--- src/design/uscd_pkg.sv ---
package uscd_pkg;

    localparam int unsigned SECS_W   = 32;
    localparam int unsigned DAYS_W   = 16;
    localparam int unsigned YEAR_W   = 12;
    localparam int unsigned MONTH_W  = 4;
    localparam int unsigned DAY_W    = 5;
    localparam int unsigned HOUR_W   = 5;
    localparam int unsigned MIN_W    = 6;
    localparam int unsigned SEC_W    = 6;
    localparam int unsigned BIT_W    = 4;
    localparam int unsigned OUT_W    = YEAR_W + MONTH_W + DAY_W + HOUR_W + MIN_W + SEC_W;
    localparam int unsigned M_DATA_W = ((OUT_W + 7) / 8) * 8;

    localparam logic [SECS_W-1:0]  SECS_PER_MIN  = 32'd60;
    localparam logic [SECS_W-1:0]  SECS_PER_HOUR = 32'd3600;
    localparam logic [SECS_W-1:0]  SECS_PER_DAY  = 32'd86400;
    localparam logic [YEAR_W-1:0]  EPOCH_YEAR    = 12'd1970;
    localparam logic [YEAR_W-1:0]  NONLEAP_CENT  = 12'd2100;
    localparam logic [MONTH_W-1:0] LAST_MONTH    = 4'd11;

    localparam logic [BIT_W-1:0] DAY_TOP_BIT  = 4'd15;
    localparam logic [BIT_W-1:0] HOUR_TOP_BIT = 4'd4;
    localparam logic [BIT_W-1:0] MIN_TOP_BIT  = 4'd5;

    localparam logic [2:0] OP_NONE  = 3'd0;
    localparam logic [2:0] OP_LOAD  = 3'd1;
    localparam logic [2:0] OP_DAY   = 3'd2;
    localparam logic [2:0] OP_HOUR  = 3'd3;
    localparam logic [2:0] OP_MIN   = 3'd4;
    localparam logic [2:0] OP_YEAR  = 3'd5;
    localparam logic [2:0] OP_MONTH = 3'd6;

    typedef struct packed {
        logic [2:0]       op;
        logic [BIT_W-1:0] bit_idx;
        logic             emit;
    } t_cmd;

    typedef struct packed {
        logic year_done;
        logic month_done;
        logic out_free;
    } t_sts;

    function automatic logic [DAY_W-1:0] month_len(input logic [MONTH_W-1:0] m,
                                                  input logic leap);
        logic [DAY_W-1:0] len;
        begin
            unique case (m)
                4'd1:                      len = leap ? 5'd29 : 5'd28;
                4'd3, 4'd5, 4'd8, 4'd10:   len = 5'd30;
                default:                   len = 5'd31;
            endcase
            return len;
        end
    endfunction

endpackage

--- src/design/unix_seconds_to_calendar_date.sv ---
// from accept to o_m_tvalid: 16 + 5 + 6 shift-subtract steps for days, hours and minutes,
// then a year search and a month search, each stepping one year or month at a time and
// ending once its check sees the search done, and then the load of the output register
// a new word is not taken until the current one is handed to the output register, so a
// stalled output adds its wait
// reset: i_rst_n synchronous active low clears the controller and output valid
module unix_seconds_to_calendar_date
    import uscd_pkg::*;
(
    input  logic                i_clk,
    input  logic                i_rst_n,
    input  logic                i_s_tvalid,
    output logic                o_s_tready,
    input  logic [SECS_W-1:0]   i_s_tdata,  // unix_seconds
    output logic                o_m_tvalid,
    input  logic                i_m_tready,
    output logic [M_DATA_W-1:0] o_m_tdata   // year_value, month_value, day_of_month,
                                            // hour_of_day, minute_of_hour, second_of_minute
);

    t_cmd cmd;
    t_sts sts;

    uscd_ctrl u_ctrl (
        .i_clk      (i_clk),
        .i_rst_n    (i_rst_n),
        .i_in_valid (i_s_tvalid),
        .o_in_ready (o_s_tready),
        .i_sts      (sts),
        .o_cmd      (cmd)
    );

    uscd_dp u_dp (
        .i_clk       (i_clk),
        .i_rst_n     (i_rst_n),
        .i_cmd       (cmd),
        .i_secs      (i_s_tdata),
        .i_out_ready (i_m_tready),
        .o_sts       (sts),
        .o_out_valid (o_m_tvalid),
        .o_out_data  (o_m_tdata)
    );

endmodule

--- src/design/uscd_ctrl.sv ---
module uscd_ctrl
    import uscd_pkg::*;
(
    input  logic i_clk,
    input  logic i_rst_n,
    input  logic i_in_valid,
    output logic o_in_ready,
    input  t_sts i_sts,
    output t_cmd o_cmd
);

    localparam logic [2:0] ST_IDLE  = 3'd0;
    localparam logic [2:0] ST_DAY   = 3'd1;
    localparam logic [2:0] ST_HOUR  = 3'd2;
    localparam logic [2:0] ST_MIN   = 3'd3;
    localparam logic [2:0] ST_YEAR  = 3'd4;
    localparam logic [2:0] ST_MONTH = 3'd5;
    localparam logic [2:0] ST_EMIT  = 3'd6;

    logic [2:0]       r_state, n_state;
    logic [BIT_W-1:0] r_bit, n_bit;

    always_ff @(posedge i_clk) begin
        if (!i_rst_n) begin
            r_state <= ST_IDLE;
            r_bit   <= '0;
        end else begin
            r_state <= n_state;
            r_bit   <= n_bit;
        end
    end

    always_comb begin
        n_state       = r_state;
        n_bit         = r_bit;
        o_in_ready    = 1'b0;
        o_cmd.op      = OP_NONE;
        o_cmd.bit_idx = r_bit;
        o_cmd.emit    = 1'b0;
        unique case (r_state)
            ST_IDLE: begin
                o_in_ready = 1'b1;
                if (i_in_valid) begin
                    o_cmd.op = OP_LOAD;
                    n_state  = ST_DAY;
                    n_bit    = DAY_TOP_BIT;
                end
            end
            ST_DAY: begin
                o_cmd.op = OP_DAY;
                if (r_bit == '0) begin
                    n_state = ST_HOUR;
                    n_bit   = HOUR_TOP_BIT;
                end else begin
                    n_bit = r_bit - 4'd1;
                end
            end
            ST_HOUR: begin
                o_cmd.op = OP_HOUR;
                if (r_bit == '0) begin
                    n_state = ST_MIN;
                    n_bit   = MIN_TOP_BIT;
                end else begin
                    n_bit = r_bit - 4'd1;
                end
            end
            ST_MIN: begin
                o_cmd.op = OP_MIN;
                if (r_bit == '0) begin
                    n_state = ST_YEAR;
                end else begin
                    n_bit = r_bit - 4'd1;
                end
            end
            ST_YEAR: begin
                o_cmd.op = OP_YEAR;
                if (i_sts.year_done) begin
                    n_state = ST_MONTH;
                end
            end
            ST_MONTH: begin
                o_cmd.op = OP_MONTH;
                if (i_sts.month_done) begin
                    n_state = ST_EMIT;
                end
            end
            ST_EMIT: begin
                if (i_sts.out_free) begin
                    o_cmd.emit = 1'b1;
                    n_state    = ST_IDLE;
                end
            end
            default: begin
                n_state = ST_IDLE;
            end
        endcase
    end

endmodule

--- src/design/uscd_dp.sv ---
module uscd_dp
    import uscd_pkg::*;
(
    input  logic                i_clk,
    input  logic                i_rst_n,
    input  t_cmd                i_cmd,
    input  logic [SECS_W-1:0]   i_secs,
    input  logic                i_out_ready,
    output t_sts                o_sts,
    output logic                o_out_valid,
    output logic [M_DATA_W-1:0] o_out_data
);

    logic [SECS_W-1:0]   r_rem, n_rem;
    logic [DAYS_W-1:0]   r_days, n_days;
    logic [YEAR_W-1:0]   r_year, n_year;
    logic [MONTH_W-1:0]  r_month, n_month;
    logic [HOUR_W-1:0]   r_hour, n_hour;
    logic [MIN_W-1:0]    r_min, n_min;
    logic                r_out_valid;
    logic [M_DATA_W-1:0] r_out_data;

    logic [SECS_W-1:0] dvs;
    logic [SECS_W-1:0] diff;
    logic              ge;
    logic              leap;
    logic [8:0]        ylen;
    logic [DAY_W-1:0]  mlen;
    logic              year_done;
    logic              month_done;
    logic [DAY_W-1:0]  day_out;
    logic [MONTH_W-1:0] month_out;

    always_comb begin
        unique case (i_cmd.op)
            OP_DAY:  dvs = SECS_PER_DAY << i_cmd.bit_idx;
            OP_HOUR: dvs = SECS_PER_HOUR << i_cmd.bit_idx;
            default: dvs = SECS_PER_MIN << i_cmd.bit_idx;
        endcase
        ge         = r_rem >= dvs;
        diff       = r_rem - dvs;
        leap       = (r_year[1:0] == 2'b00) && (r_year != NONLEAP_CENT);
        ylen       = leap ? 9'd366 : 9'd365;
        mlen       = month_len(r_month, leap);
        year_done  = r_days < DAYS_W'(ylen);
        month_done = (r_month == LAST_MONTH) || (r_days < DAYS_W'(mlen));
        day_out    = r_days[DAY_W-1:0] + 5'd1;
        month_out  = r_month + 4'd1;
    end

    always_comb begin
        n_rem   = r_rem;
        n_days  = r_days;
        n_year  = r_year;
        n_month = r_month;
        n_hour  = r_hour;
        n_min   = r_min;
        unique case (i_cmd.op)
            OP_NONE: begin
            end
            OP_LOAD: begin
                n_rem   = i_secs;
                n_days  = '0;
                n_year  = EPOCH_YEAR;
                n_month = '0;
                n_hour  = '0;
                n_min   = '0;
            end
            OP_DAY: begin
                if (ge) begin
                    n_rem  = diff;
                    n_days = r_days | (DAYS_W'(1) << i_cmd.bit_idx);
                end
            end
            OP_HOUR: begin
                if (ge) begin
                    n_rem  = diff;
                    n_hour = r_hour | (HOUR_W'(1) << i_cmd.bit_idx);
                end
            end
            OP_MIN: begin
                if (ge) begin
                    n_rem = diff;
                    n_min = r_min | (MIN_W'(1) << i_cmd.bit_idx);
                end
            end
            OP_YEAR: begin
                if (!year_done) begin
                    n_days = r_days - DAYS_W'(ylen);
                    n_year = r_year + 12'd1;
                end
            end
            OP_MONTH: begin
                if (!month_done) begin
                    n_days  = r_days - DAYS_W'(mlen);
                    n_month = r_month + 4'd1;
                end
            end
            default: begin
            end
        endcase
    end

    always_ff @(posedge i_clk) begin
        r_rem   <= n_rem;
        r_days  <= n_days;
        r_year  <= n_year;
        r_month <= n_month;
        r_hour  <= n_hour;
        r_min   <= n_min;
        if (i_cmd.emit) begin
            r_out_data <= {{(M_DATA_W - OUT_W){1'b0}}, r_rem[SEC_W-1:0], r_min, r_hour,
                           day_out, month_out, r_year};
        end
    end

    always_ff @(posedge i_clk) begin
        if (!i_rst_n) begin
            r_out_valid <= 1'b0;
        end else if (i_cmd.emit) begin
            r_out_valid <= 1'b1;
        end else if (i_out_ready) begin
            r_out_valid <= 1'b0;
        end
    end

    assign o_sts.year_done  = year_done;
    assign o_sts.month_done = month_done;
    assign o_sts.out_free   = !r_out_valid || i_out_ready;
    assign o_out_valid      = r_out_valid;
    assign o_out_data       = r_out_data;

    a_emit_valid: assert property (@(posedge i_clk) disable iff (!i_rst_n)
        i_cmd.emit |=> r_out_valid)
        else $error("emitted word not presented");

    a_emit_free: assert property (@(posedge i_clk) disable iff (!i_rst_n)
        i_cmd.emit |-> (!r_out_valid || i_out_ready))
        else $error("emit overwrote a pending word");

    a_year_step: assert property (@(posedge i_clk) disable iff (!i_rst_n)
        (i_cmd.op == OP_YEAR && !year_done) |=> (r_year == $past(r_year) + 12'd1))
        else $error("year search did not advance");

    a_month_range: assert property (@(posedge i_clk) disable iff (!i_rst_n)
        r_out_valid |-> (r_out_data[15:12] >= 4'd1 && r_out_data[15:12] <= 4'd12))
        else $error("month out of range");

    a_time_range: assert property (@(posedge i_clk) disable iff (!i_rst_n)
        i_cmd.emit |-> (r_hour <= 5'd23 && r_min <= 6'd59 && r_rem <= 32'd59))
        else $error("time of day out of range");

endmodule
--- config.mk ---
export PLATFORM = sky130hd
export DESIGN_NAME = unix_seconds_to_calendar_date
export DESIGN_NICKNAME = d
export VERILOG_FILES = /design/src/design/uscd_pkg.sv /design/src/design/unix_seconds_to_calendar_date.sv /design/src/design/uscd_ctrl.sv /design/src/design/uscd_dp.sv
export SDC_FILE = /design/constraint.sdc
export NUM_CORES = 1
export LEC_CHECK = 0
export BUFFER_PORTS_ARGS = -buffer_cell sky130_fd_sc_hd__buf_2
export CAP_MARGIN = 0
export CORE_MARGIN = 2
export CORE_UTILIZATION = 60
export CTS_CLUSTER_SIZE = 20
export DETAILED_ROUTE_END_ITERATION = 10
export GPL_TIMING_DRIVEN = 0
export PLACE_DENSITY = 0.83
export REMOVE_ABC_BUFFERS = 1
export SLEW_MARGIN = 20
export SYNTH_ARGS = -nofsm -noshare
export SYNTH_HDL_FRONTEND = slang
export SYNTH_SLANG_ARGS = --single-unit
--- constraint.sdc ---
create_clock -name i_clk -period 10.7 [get_ports i_clk]
set_input_delay 1.07 -clock i_clk [delete_from_list [all_inputs] [get_ports i_clk]]
set_output_delay 1.07 -clock i_clk [all_outputs]
set_load 0.02 [all_outputs]
==> run_summary.xml, run 1 <==
<?xml version="1.0" encoding="UTF-8"?>
<metrics>
  <group name="placement">
    <metric name="place_worst_setup_slack" unit="ns">3.465</metric>
    <metric name="gp_congestion" unit="">0.9067</metric>
    <metric name="port_buffers" unit="">75</metric>
    <metric name="dpl_cell_area" unit="mm2">0.008708</metric>
    <metric name="post-dp-hpwl" unit="mm">13.88</metric>
  </group>
  <group name="logic_synthesis">
    <metric name="synth_top_area_cell" unit="">sky130_fd_sc_hd__edfxtp_1</metric>
    <metric name="yosysSeqAreaShare" unit="%">43.19</metric>
    <metric name="synthDistinctLibCells" unit="">79</metric>
    <metric name="synth-edff-count" unit="">113</metric>
    <metric name="synth_common_cells" unit="">sky130_fd_sc_hd__edfxtp_1 (113), sky130_fd_sc_hd__nor2_1 (97), sky130_fd_sc_hd__a21oi_1 (94)</metric>
    <metric name="syn_area_per_cell" unit="um2">9.183</metric>
    <metric name="synthTopCellsByArea" unit="">sky130_fd_sc_hd__edfxtp_1 (41%), sky130_fd_sc_hd__ha_1 (7.5%), sky130_fd_sc_hd__a21oi_1 (5.7%)</metric>
    <metric name="synth.top_cell.area_share" unit="%">41.24</metric>
    <metric name="postSynthCellCount" unit="">896</metric>
    <metric name="synth_most_common_cell" unit="">sky130_fd_sc_hd__edfxtp_1</metric>
    <metric name="ys_async_sr_fraction" unit="%">0</metric>
    <metric name="synth_top_flop_cell" unit="">sky130_fd_sc_hd__edfxtp_1</metric>
    <metric name="synth.cell_area" unit="mm2">0.008228</metric>
    <metric name="synth_seq_cells" unit="">121</metric>
    <metric name="synth_warnings" unit="">0</metric>
  </group>
  <group name="floorplan">
    <metric name="core_area" unit="mm2">0.01330</metric>
    <metric name="top_level_ports" unit="">78</metric>
    <metric name="floorplan.initialDensity" unit="%">61.89</metric>
    <metric name="die_width" unit="um">121.1</metric>
    <metric name="fp.dieH" unit="um">121.1</metric>
    <metric name="num_rows" unit="">42</metric>
    <metric name="die_area" unit="mm2">0.01467</metric>
  </group>
  <group name="cells_and_area">
    <metric name="drive_above_1_share" unit="%">14.83</metric>
    <metric name="layout.cell_area.non_filler" unit="mm2">0.009261</metric>
    <metric name="antennaDiodeCount" unit="">0</metric>
    <metric name="layout_net_count" unit="">1025</metric>
    <metric name="nFillCells" unit="">1035</metric>
    <metric name="layout-area-overhead-vs-synth" unit="%">12.56</metric>
  </group>
  <group name="detailed_routing">
    <metric name="via_count" unit="">7331</metric>
    <metric name="dr.max_layer_used" unit="">met5</metric>
    <metric name="wirelength_met1" unit="mm">8.421</metric>
    <metric name="met3RoutedLength" unit="mm">1.644</metric>
    <metric name="wl_met2" unit="mm">9.856</metric>
    <metric name="post_drt_via_cell_ratio" unit="">6.505</metric>
    <metric name="count_of_nets_left_with_antenna_violations_after_detail_routing" unit="">0</metric>
    <metric name="drc_errors" unit="">0</metric>
    <metric name="route.final.wire_length" unit="mm">20.47</metric>
    <metric name="number_of_design_rule_violations_left_by_the_first_detailed_router_iteration" unit="">1023</metric>
    <metric name="drt_pass1_iterations" unit="">6</metric>
    <metric name="routedWlPerCell" unit="um">18.17</metric>
  </group>
  <group name="global_routing">
    <metric name="grt_max_degree" unit="">47</metric>
    <metric name="initial_antenna_violation_count" unit="">1</metric>
    <metric name="grt_pass1_wl" unit="mm">33.09</metric>
    <metric name="grt_overflow" unit="">0</metric>
    <metric name="grtUsageTotal" unit="%">28.65</metric>
    <metric name="grt_pass1_vias" unit="">6587</metric>
  </group>
  <group name="worst_setup_path">
    <metric name="critPathTopFamily" unit="">compound AO/OA/AOI/OAI gates</metric>
    <metric name="start_kind" unit="">flop</metric>
    <metric name="critical_path_required" unit="ns">10.83</metric>
    <metric name="setup.worst_path.class" unit="">flop to flop</metric>
    <metric name="critPathMaxFanout" unit="">19</metric>
    <metric name="cp_slowest_cell" unit="">sky130_fd_sc_hd__nand3_1</metric>
    <metric name="crit_end_category" unit="">flop</metric>
    <metric name="path_buf_inv" unit="">2</metric>
    <metric name="crit_chain" unit="">inv_1 &gt; or3_1 &gt; o21ai_0 &gt; ha_1 &gt; nand3_1 &gt; nand2_1 &gt; nor2_1 &gt; a21oi_1 &gt; nand2b_1 &gt; ha_1 &gt; o211ai_1 &gt; a211oi_1 &gt; o2111ai_1 &gt; a21oi_1 &gt; o21ba_2 &gt; o21ai_0 &gt; a22oi_2 &gt; buf_6</metric>
    <metric name="worst_ep_arrival_time" unit="ns">7.76</metric>
    <metric name="crit_path_max_incr_delay" unit="ns">0.68</metric>
  </group>
  <group name="timing">
    <metric name="fin_crit" unit="ns">7.627</metric>
    <metric name="tightest_slew" unit="ns">1.129</metric>
    <metric name="hold_violations_final" unit="">0</metric>
    <metric name="final_min_period_over_clock_period" unit="%">71.28</metric>
    <metric name="timing_max_transition_violations_final" unit="">0</metric>
    <metric name="totalNegativeSetupSlack" unit="ns">0</metric>
    <metric name="post-route-worst-setup-slack" unit="ns">3.073</metric>
    <metric name="timing.slew.headroom" unit="%">24.43</metric>
    <metric name="fin_skew" unit="ns">0.01075</metric>
    <metric name="timing.final.setup_violations" unit="">0</metric>
    <metric name="whs" unit="ns">0.4395</metric>
    <metric name="grt_setup_unrepaired" unit="">false</metric>
    <metric name="fmax" unit="GHz">0.1311</metric>
  </group>
  <group name="clock_tree">
    <metric name="insertion_delay" unit="ns">0.43</metric>
    <metric name="clock_tree.buffer_depth" unit="">2</metric>
    <metric name="cts.sink_count" unit="">121</metric>
    <metric name="clkSlewWorstSetupHoldPaths" unit="ns">0.06</metric>
    <metric name="h-tree-depth" unit="">4</metric>
    <metric name="clock_tree_from_tritoncts" unit="">done</metric>
    <metric name="number_of_gates_resized_after_cts" unit="">0</metric>
    <metric name="numCtsBuffers" unit="">17</metric>
    <metric name="hold_buffers" unit="">0</metric>
    <metric name="master_cell_of_the_clock_root_buffer" unit="">sky130_fd_sc_hd__clkbuf_16</metric>
    <metric name="post-cts-setup-buffer-count" unit="">0</metric>
  </group>
  <group name="run_status">
    <metric name="outcome" unit="">completed</metric>
  </group>
  <group name="min_path">
    <metric name="min_path_type" unit="">flop to flop</metric>
  </group>
  <group name="job">
    <metric name="max_cap_violations" unit="">0</metric>
  </group>
</metrics>
[worst paths after layout]
| check | start | endpoint | slack, ns | cells after the start |
|---|---|---|---|---|
| worst max-delay path | u_ctrl.r_state[1] | u_dp.r_rem[21] | 3.07 | 18 |
| worst min-delay path | u_dp.r_rem[1] | u_dp.o_out_data[33] | 0.44 | 0 |
| worst max register to register | u_ctrl.r_state[1] | u_dp.r_rem[21] | 3.07 | 18 |
| worst min register to register | u_dp.r_rem[1] | u_dp.o_out_data[33] | 0.44 | 0 |
[layout by cell type (no fill, tap or decap), types with 11 or more instances in the layout]
cell type / netlist / final
sky130_fd_sc_hd__buf_2: 2 / 75
sky130_fd_sc_hd__a31oi_1: 12 / 12
sky130_fd_sc_hd__xor2_1: 17 / 17
sky130_fd_sc_hd__nor2_1: 97 / 96
sky130_fd_sc_hd__o21ai_0: 56 / 56
sky130_fd_sc_hd__and3_1: 11 / 11
sky130_fd_sc_hd__a21oi_1: 94 / 93
sky130_fd_sc_hd__edfxtp_1: 113 / 113
sky130_fd_sc_hd__nor3_1: 20 / 20
sky130_fd_sc_hd__clkbuf_16: 0 / 17
sky130_fd_sc_hd__ha_1: 49 / 49
sky130_fd_sc_hd__a21o_1: 16 / 16
sky130_fd_sc_hd__xnor2_1: 19 / 19
sky130_fd_sc_hd__nand3_1: 23 / 23
sky130_fd_sc_hd__inv_1: 24 / 24
sky130_fd_sc_hd__nand2_1: 90 / 89
sky130_fd_sc_hd__nand2b_1: 12 / 12
sky130_fd_sc_hd__o31ai_1: 11 / 11
[through the flow]
stage	instances	utilization, %
floorplan	840	-
global placement	1091	64.70
detailed placement	1095	65.50
CTS	1127	69.65
global route	1127	69.66
finish	1127	69.66
[final cells by class]
class                           count  area (um2)  area share (%)
Multi-Input combinational cell    694        4392           47.42
Sequential cell                   121        3555           38.38
Timing Repair Buffer               79       449.2           4.850
Clock buffer                       17       425.4           4.593
Tap cell                          176       220.2           2.378
Clock inverter                     15       126.4           1.364
Inverter                           25       93.84           1.013
[per-layer routing]
layer,track usage [%],vias to the layer above
met5,0,-
met4,11.26,2
met3,5.545,61
met2,46.80,396
met1,37.66,3432
li1,-,3440
[sequential cells by signal, summed over array words and instances (netlist names)]
register	cells
u_ctrl.r_bit	4
u_ctrl.r_state	3
u_dp.o_out_data	38
u_dp.o_out_valid	1
u_dp.r_days	16
u_dp.r_hour	5
u_dp.r_min	6
u_dp.r_month	4
u_dp.r_rem	32
u_dp.r_year	12
[cell families after synthesis]
kind of cell	after synthesis	share of synthesized area (%)
other	1	0.04558
adders and majority gates	51	7.938
DFF	121	43.19
xor gates and xnor gates	36	3.832
and+or+nand+nor	310	17.73
buffers and inverters	82	3.878
AOI/OAI and AO/OA	289	22.61
muxes	6	0.7755
Power of run 1 is left out: the tool's default activity adds up to more than one toggle a clock period on the data nets, which glitch-free logic cannot reach.
==> run 2, diff against run 1 <==
--- a/config.mk
+++ b/config.mk
@@ -8,11 +8,11 @@
 export BUFFER_PORTS_ARGS = -buffer_cell sky130_fd_sc_hd__buf_2
 export CAP_MARGIN = 0
 export CORE_MARGIN = 2
-export CORE_UTILIZATION = 60
+export CORE_UTILIZATION = 55
 export CTS_CLUSTER_SIZE = 20
 export DETAILED_ROUTE_END_ITERATION = 10
 export GPL_TIMING_DRIVEN = 0
-export PLACE_DENSITY = 0.83
+export PLACE_DENSITY = 0.8
 export REMOVE_ABC_BUFFERS = 1
 export SLEW_MARGIN = 20
 export SYNTH_ARGS = -nofsm -noshare
==> constraint.sdc (replaced) <==
create_clock -name i_clk -period 6.3 [get_ports i_clk]
set_input_delay 0.63 -clock i_clk [delete_from_list [all_inputs] [get_ports i_clk]]
set_output_delay 0.63 -clock i_clk [all_outputs]
set_load 0.02 [all_outputs]
==> run 2 against run 1 <==
  * Maximum frequency is 27% higher
  * Worst setup slack worse by 2.8 ns
  * Clock skew down 0.0034 ns
  * Routed wire length is 1.4% lower
  * Highest routed layer is now met4
==> run_summary.xml, run 2 (synthesis results as in run 1) <==
<?xml version="1.0" encoding="UTF-8"?>
<metrics>
  <group name="run_status">
    <metric name="outcome" unit="">completed</metric>
  </group>
  <group name="placement">
    <metric name="port_buffers" unit="">75</metric>
    <metric name="post-dp-hpwl" unit="mm">13.92</metric>
    <metric name="place_worst_setup_slack" unit="ns">-1.030</metric>
    <metric name="gp_congestion" unit="">0.8931</metric>
  </group>
  <group name="cells_and_area">
    <metric name="antennaDiodeCount" unit="">0</metric>
    <metric name="layout-area-overhead-vs-synth" unit="%">14.14</metric>
    <metric name="multi_input_comb_area" unit="mm2">0.004438</metric>
    <metric name="layout.cells.most_common" unit="">sky130_fd_sc_hd__edfxtp_1</metric>
    <metric name="mostFrequentLayoutCells" unit="">sky130_fd_sc_hd__edfxtp_1 (113), sky130_fd_sc_hd__nor2_1 (96), sky130_fd_sc_hd__a21oi_1 (93), sky130_fd_sc_hd__nand2_1 (88), sky130_fd_sc_hd__buf_2 (75)</metric>
    <metric name="final_core_util" unit="%">64.37</metric>
    <metric name="layout_net_count" unit="">1029</metric>
    <metric name="nFillCells" unit="">1149</metric>
    <metric name="drive_above_1_share" unit="%">16.35</metric>
    <metric name="regArea" unit="mm2">0.003556</metric>
    <metric name="number_of_flip_flops_in_the_largest_register" unit="">38</metric>
  </group>
  <group name="floorplan">
    <metric name="num_rows" unit="">44</metric>
    <metric name="fp.dieH" unit="um">126.3</metric>
    <metric name="top_level_ports" unit="">78</metric>
    <metric name="die_area" unit="mm2">0.01595</metric>
    <metric name="core_area" unit="mm2">0.01459</metric>
    <metric name="die_width" unit="um">126.3</metric>
    <metric name="floorplan.initialDensity" unit="%">56.40</metric>
  </group>
  <group name="global_routing">
    <metric name="grt_overflow" unit="">0</metric>
    <metric name="grtUsageTotal" unit="%">25.28</metric>
    <metric name="grt_pass1_vias" unit="">6479</metric>
    <metric name="global_route.usage.met1" unit="%">34.77</metric>
    <metric name="met2_usage" unit="%">40.13</metric>
    <metric name="initial_antenna_violation_count" unit="">0</metric>
    <metric name="grt_pass1_wl" unit="mm">32.33</metric>
    <metric name="gr-max-usage-layer" unit="">met2</metric>
    <metric name="groute.layer.met3.usage" unit="%">4.935</metric>
    <metric name="grt_max_degree" unit="">47</metric>
  </group>
  <group name="worst_setup_path">
    <metric name="crit_end_category" unit="">flop</metric>
    <metric name="start_kind" unit="">flop</metric>
    <metric name="setup.worst_path.class" unit="">flop to flop</metric>
    <metric name="worst_ep_arrival_time" unit="ns">6.13</metric>
    <metric name="critPathMaxFanout" unit="">19</metric>
    <metric name="critical_path_required" unit="ns">6.43</metric>
  </group>
  <group name="timing">
    <metric name="totalNegativeSetupSlack" unit="ns">0</metric>
    <metric name="fin_crit" unit="ns">5.992</metric>
    <metric name="post-route-worst-setup-slack" unit="ns">0.3082</metric>
    <metric name="timing.final.setup_violations" unit="">0</metric>
    <metric name="grt_setup_unrepaired" unit="">false</metric>
    <metric name="timing.slew.headroom" unit="%">28.82</metric>
    <metric name="tightest_slew" unit="ns">1.066</metric>
    <metric name="hold_violations_final" unit="">0</metric>
    <metric name="timing_max_transition_violations_final" unit="">0</metric>
    <metric name="fin_skew" unit="ns">0.007401</metric>
    <metric name="fmax" unit="GHz">0.1669</metric>
    <metric name="final_min_period_over_clock_period" unit="%">95.11</metric>
  </group>
  <group name="clock_tree">
    <metric name="insertion_delay" unit="ns">0.43</metric>
    <metric name="numCtsBuffers" unit="">17</metric>
    <metric name="clkSlewWorstSetupHoldPaths" unit="ns">0.06</metric>
    <metric name="hold_buffers" unit="">0</metric>
    <metric name="h-tree-depth" unit="">4</metric>
    <metric name="clock_tree_from_tritoncts" unit="">done</metric>
    <metric name="cts.sink_count" unit="">121</metric>
    <metric name="master_cell_of_the_clock_root_buffer" unit="">sky130_fd_sc_hd__clkbuf_16</metric>
    <metric name="clock_tree.buffer_depth" unit="">2</metric>
  </group>
  <group name="detailed_routing">
    <metric name="route.final.wire_length" unit="mm">20.18</metric>
    <metric name="routedWlPerCell" unit="um">17.73</metric>
    <metric name="drc_errors" unit="">0</metric>
    <metric name="post_drt_via_cell_ratio" unit="">6.322</metric>
    <metric name="drt_pass1_iterations" unit="">6</metric>
    <metric name="via_count" unit="">7195</metric>
    <metric name="number_of_design_rule_violations_left_by_the_first_detailed_router_iteration" unit="">1143</metric>
    <metric name="count_of_nets_left_with_antenna_violations_after_detail_routing" unit="">0</metric>
  </group>
  <group name="job">
    <metric name="max_cap_violations" unit="">0</metric>
  </group>
  <group name="min_path">
    <metric name="min_path_type" unit="">flop to flop</metric>
  </group>
</metrics>
-- run 2: final cells by class --
cell class / count / share of cell area (%)
inverter: 25 / 0.9992
tap: 184 / 2.451
timing repair buffer: 83 / 5.063
clock inverter: 14 / 1.839
clock buffer: 17 / 4.530
sequential: 121 / 37.86
multi-input combinational: 694 / 47.26
-- run 2: final timing paths --
path                            slack (ns)  cells past startpoint              start                  end
worst min register to register        0.45                      0      u_dp.r_rem[0]  u_dp.o_out_data[32]
worst max-delay path                  0.31                     20  u_ctrl.r_state[1]       u_dp.r_rem[21]
worst min-delay path                  0.45                      0      u_dp.r_rem[0]  u_dp.o_out_data[32]
worst max register to register        0.31                     20  u_ctrl.r_state[1]       u_dp.r_rem[21]
-- run 2: critical path, cell delays in order (launching register included) --
cell                       delay [ns]
sky130_fd_sc_hd__dfxtp_2         0.49
sky130_fd_sc_hd__inv_1           0.14
sky130_fd_sc_hd__or3_4           0.48
sky130_fd_sc_hd__o21ai_0         0.17
sky130_fd_sc_hd__ha_2            0.46
sky130_fd_sc_hd__nand3_2         0.40
sky130_fd_sc_hd__nand2_2         0.34
sky130_fd_sc_hd__nor2_1          0.16
sky130_fd_sc_hd__a21oi_1         0.36
sky130_fd_sc_hd__a21oi_1         0.15
sky130_fd_sc_hd__a222oi_1        0.42
sky130_fd_sc_hd__ha_1            0.27
sky130_fd_sc_hd__nand3_1         0.18
sky130_fd_sc_hd__nor2_1          0.36
sky130_fd_sc_hd__nand2_1         0.08
sky130_fd_sc_hd__a21oi_1         0.25
sky130_fd_sc_hd__o21ba_2         0.22
sky130_fd_sc_hd__o21ai_1         0.19
sky130_fd_sc_hd__a22oi_2         0.23
sky130_fd_sc_hd__buf_4           0.18
sky130_fd_sc_hd__buf_6           0.16
-- run 2: repair_timing --
item / CTS / global route
buffers inserted: 4 / 0
pin swaps: 1 / 0
setup endpoints to repair: 70 / 58
resized for setup: 12 / 2
-- run 2: metal layers --
metal / wire length, um / part of all wire, % / vias to the layer above
li1: - / - / 3442
met1: 8720 / 43 / 3355
met2: 9288 / 46 / 352
met3: 1718 / 8.5 / 46
met4: 454 / 2.2 / 0
met5: 0 / 0 / -
-- run 2: through the flow --
stage / instance area, um2 / cells / hold slack, ns
finish: 9392 / 1138 / 0.4545
floorplan: 8006 / 840 / 0.4003
global route: 9392 / 1138 / 0.4882
CTS: 9389 / 1138 / 0.4518
detailed placement: 8715 / 1103 / 0.4390
global placement: 8612 / 1099 / 0.4371
Power of run 2 is left out for the same reason.
==> run 3, diff against run 2 <==
--- a/config.mk
+++ b/config.mk
@@ -13,7 +13,6 @@
 export DETAILED_ROUTE_END_ITERATION = 10
 export GPL_TIMING_DRIVEN = 0
 export PLACE_DENSITY = 0.8
-export REMOVE_ABC_BUFFERS = 1
 export SLEW_MARGIN = 20
 export SYNTH_ARGS = -nofsm -noshare
 export SYNTH_HDL_FRONTEND = slang
==> run 3 against run 2 <==
  * Clock skew increased by 0.0048 ns
  * First-iteration DRC count decreased by 9.7%
  * Non-clock buffer count increased by 51
  * Die area unchanged
  * Routed wire length increased by 10%
  * Critical endpoint is now u_dp.r_days[10]
==> run_summary.xml, run 3 (synthesis results as in run 1) <==
<?xml version="1.0" encoding="UTF-8"?>
<metrics>
  <group name="run_status">
    <metric name="outcome" unit="">completed</metric>
  </group>
  <group name="cells_and_area">
    <metric name="layout.cells.most_common" unit="">sky130_fd_sc_hd__edfxtp_1</metric>
    <metric name="layout-area-overhead-vs-synth" unit="%">15.34</metric>
    <metric name="mostFrequentLayoutCells" unit="">sky130_fd_sc_hd__edfxtp_1 (113), sky130_fd_sc_hd__nor2_1 (94), sky130_fd_sc_hd__a21oi_1 (93), sky130_fd_sc_hd__nand2_1 (89), sky130_fd_sc_hd__buf_2 (78)</metric>
    <metric name="layout_net_count" unit="">1080</metric>
    <metric name="nFillCells" unit="">1152</metric>
    <metric name="layoutNonFillerInstCount" unit="">1190</metric>
    <metric name="number_of_flip_flops_in_the_largest_register" unit="">38</metric>
    <metric name="multi_input_comb_area" unit="mm2">0.004397</metric>
    <metric name="regArea" unit="mm2">0.003553</metric>
    <metric name="drive_above_1_share" unit="%">15.31</metric>
    <metric name="antennaDiodeCount" unit="">0</metric>
  </group>
  <group name="detailed_routing">
    <metric name="drc_errors" unit="">0</metric>
    <metric name="number_of_design_rule_violations_left_by_the_first_detailed_router_iteration" unit="">1032</metric>
    <metric name="routedWlPerCell" unit="um">18.73</metric>
    <metric name="via_count" unit="">7526</metric>
    <metric name="route.final.wire_length" unit="mm">22.29</metric>
    <metric name="drt_pass1_iterations" unit="">6</metric>
    <metric name="count_of_nets_left_with_antenna_violations_after_detail_routing" unit="">0</metric>
    <metric name="post_drt_via_cell_ratio" unit="">6.324</metric>
  </group>
  <group name="clock_tree">
    <metric name="master_cell_of_the_clock_root_buffer" unit="">sky130_fd_sc_hd__clkbuf_16</metric>
    <metric name="clkSlewWorstSetupHoldPaths" unit="ns">0.06</metric>
    <metric name="hold_buffers" unit="">0</metric>
    <metric name="cts.sink_count" unit="">121</metric>
    <metric name="insertion_delay" unit="ns">0.43</metric>
    <metric name="clock_tree_from_tritoncts" unit="">done</metric>
    <metric name="h-tree-depth" unit="">4</metric>
    <metric name="numCtsBuffers" unit="">17</metric>
    <metric name="clock_tree.buffer_depth" unit="">2</metric>
  </group>
  <group name="floorplan">
    <metric name="die_width" unit="um">126.3</metric>
    <metric name="fp.dieH" unit="um">126.3</metric>
    <metric name="floorplan.initialDensity" unit="%">56.40</metric>
    <metric name="num_rows" unit="">44</metric>
    <metric name="core_area" unit="mm2">0.01459</metric>
    <metric name="die_area" unit="mm2">0.01595</metric>
    <metric name="top_level_ports" unit="">78</metric>
  </group>
  <group name="timing">
    <metric name="hold_violations_final" unit="">0</metric>
    <metric name="timing.slew.headroom" unit="%">32.00</metric>
    <metric name="tightest_slew" unit="ns">1.020</metric>
    <metric name="fin_crit" unit="ns">6.025</metric>
    <metric name="timing.final.setup_violations" unit="">0</metric>
    <metric name="grt_setup_unrepaired" unit="">false</metric>
    <metric name="fmax" unit="GHz">0.1660</metric>
    <metric name="final_min_period_over_clock_period" unit="%">95.63</metric>
    <metric name="timing_max_transition_violations_final" unit="">0</metric>
    <metric name="post-route-worst-setup-slack" unit="ns">0.2753</metric>
    <metric name="totalNegativeSetupSlack" unit="ns">0</metric>
    <metric name="fin_skew" unit="ns">0.01218</metric>
  </group>
  <group name="placement">
    <metric name="place_worst_setup_slack" unit="ns">-0.8552</metric>
    <metric name="post-dp-hpwl" unit="mm">15.80</metric>
    <metric name="place.detailed.instances" unit="">1159</metric>
    <metric name="gp_congestion" unit="">0.9993</metric>
    <metric name="port_buffers" unit="">75</metric>
  </group>
  <group name="worst_setup_path">
    <metric name="critical_path_required" unit="ns">6.42</metric>
    <metric name="start_kind" unit="">flop</metric>
    <metric name="critPathMaxFanout" unit="">16</metric>
    <metric name="setup.worst_path.start" unit="">u_ctrl.r_state[1]</metric>
    <metric name="setup.worst_path.class" unit="">flop to flop</metric>
    <metric name="crit_end_category" unit="">flop</metric>
    <metric name="worst_ep_arrival_time" unit="ns">6.14</metric>
    <metric name="r2r-start" unit="">u_ctrl.r_state[1]</metric>
  </group>
  <group name="min_path">
    <metric name="min_path_type" unit="">flop to flop</metric>
    <metric name="timing.hold.worst.start" unit="">u_dp.r_rem[1]</metric>
  </group>
  <group name="global_routing">
    <metric name="grt_overflow" unit="">0</metric>
    <metric name="initial_antenna_violation_count" unit="">0</metric>
    <metric name="grt_pass1_wl" unit="mm">34.93</metric>
    <metric name="grt_max_degree" unit="">33</metric>
    <metric name="grt_pass1_vias" unit="">6700</metric>
    <metric name="grtUsageTotal" unit="%">27.78</metric>
  </group>
  <group name="job">
    <metric name="max_cap_violations" unit="">0</metric>
  </group>
</metrics>
[run 3: cell types whose count changed in the layout (fill, tap and decap cells not counted), sizes merged]
cell,before,now
buf,83,87
clkinv,7,4
inv,27,30
clkinvlp,2,5
bufinv,3,1
clkbuf,17,64
[run 3: final cells by class]
type                            count  share of cell area, %
Clock buffer                       17                  4.483
Sequential cell                   121                  37.44
Multi-Input combinational cell    694                  46.33
Clock inverter                     15                  1.490
Inverter                           25                 0.9888
Timing Repair Buffer               79                  4.522
Buffer                             55                  2.320
Tap cell                          184                  2.426
[run 3: worst max-delay path, stage by stage, from the launching register on]
cell                       delay (ns)
sky130_fd_sc_hd__dfxtp_1         0.30
sky130_fd_sc_hd__buf_2           0.18
sky130_fd_sc_hd__inv_1           0.11
sky130_fd_sc_hd__or3_1           0.32
sky130_fd_sc_hd__buf_2           0.20
sky130_fd_sc_hd__buf_2           0.22
sky130_fd_sc_hd__o21ai_0         0.20
sky130_fd_sc_hd__ha_1            0.45
sky130_fd_sc_hd__and3_2          0.40
sky130_fd_sc_hd__nor2_2          0.15
sky130_fd_sc_hd__a22o_1          0.27
sky130_fd_sc_hd__a21oi_1         0.16
sky130_fd_sc_hd__nor2_1          0.07
sky130_fd_sc_hd__a21oi_1         0.19
sky130_fd_sc_hd__ha_1            0.26
sky130_fd_sc_hd__clkbuf_2        0.16
sky130_fd_sc_hd__a22o_1          0.24
sky130_fd_sc_hd__a311o_1         0.32
sky130_fd_sc_hd__a41oi_2         0.32
sky130_fd_sc_hd__a21oi_2         0.16
sky130_fd_sc_hd__nor2_1          0.29
sky130_fd_sc_hd__o21ai_0         0.18
sky130_fd_sc_hd__o311a_2         0.55
[run 3: final timing paths]
check,end,slack [ns],depth (start not counted)
worst max-delay path,u_dp.r_days[10],0.28,22
worst max register to register,u_dp.r_days[10],0.28,22
worst min-delay path,u_dp.o_out_data[33],0.43,0
worst min register to register,u_dp.o_out_data[33],0.43,0
[run 3: stage by stage]
stage / util (%) / hold slack [ns] / instance area, um2
after global placement: 60.57 / 0.4057 / 8837
final: 65.05 / 0.4333 / 9490
after global routing: 65.05 / 0.4406 / 9490
after CTS: 64.96 / 0.4324 / 9477
after detailed placement: 60.98 / 0.4153 / 8896
after floorplan: - / 0.4003 / 8232
[run 3: repair_timing]
item,in CTS,in global routing
pin swaps,1,0
endpoints found under the setup margin,62,59
buffers inserted,1,0
resized for setup,4,10
[run 3: layer usage]
| metal | global-route usage, % | wire (um) |
|---|---|---|
| met5 | 0 | 0 |
| met4 | 9.179 | 611 |
| met3 | 7.212 | 2288 |
| met2 | 40.58 | 9441 |
| met1 | 40.51 | 9950 |
Power of run 3 is left out for the same reason.
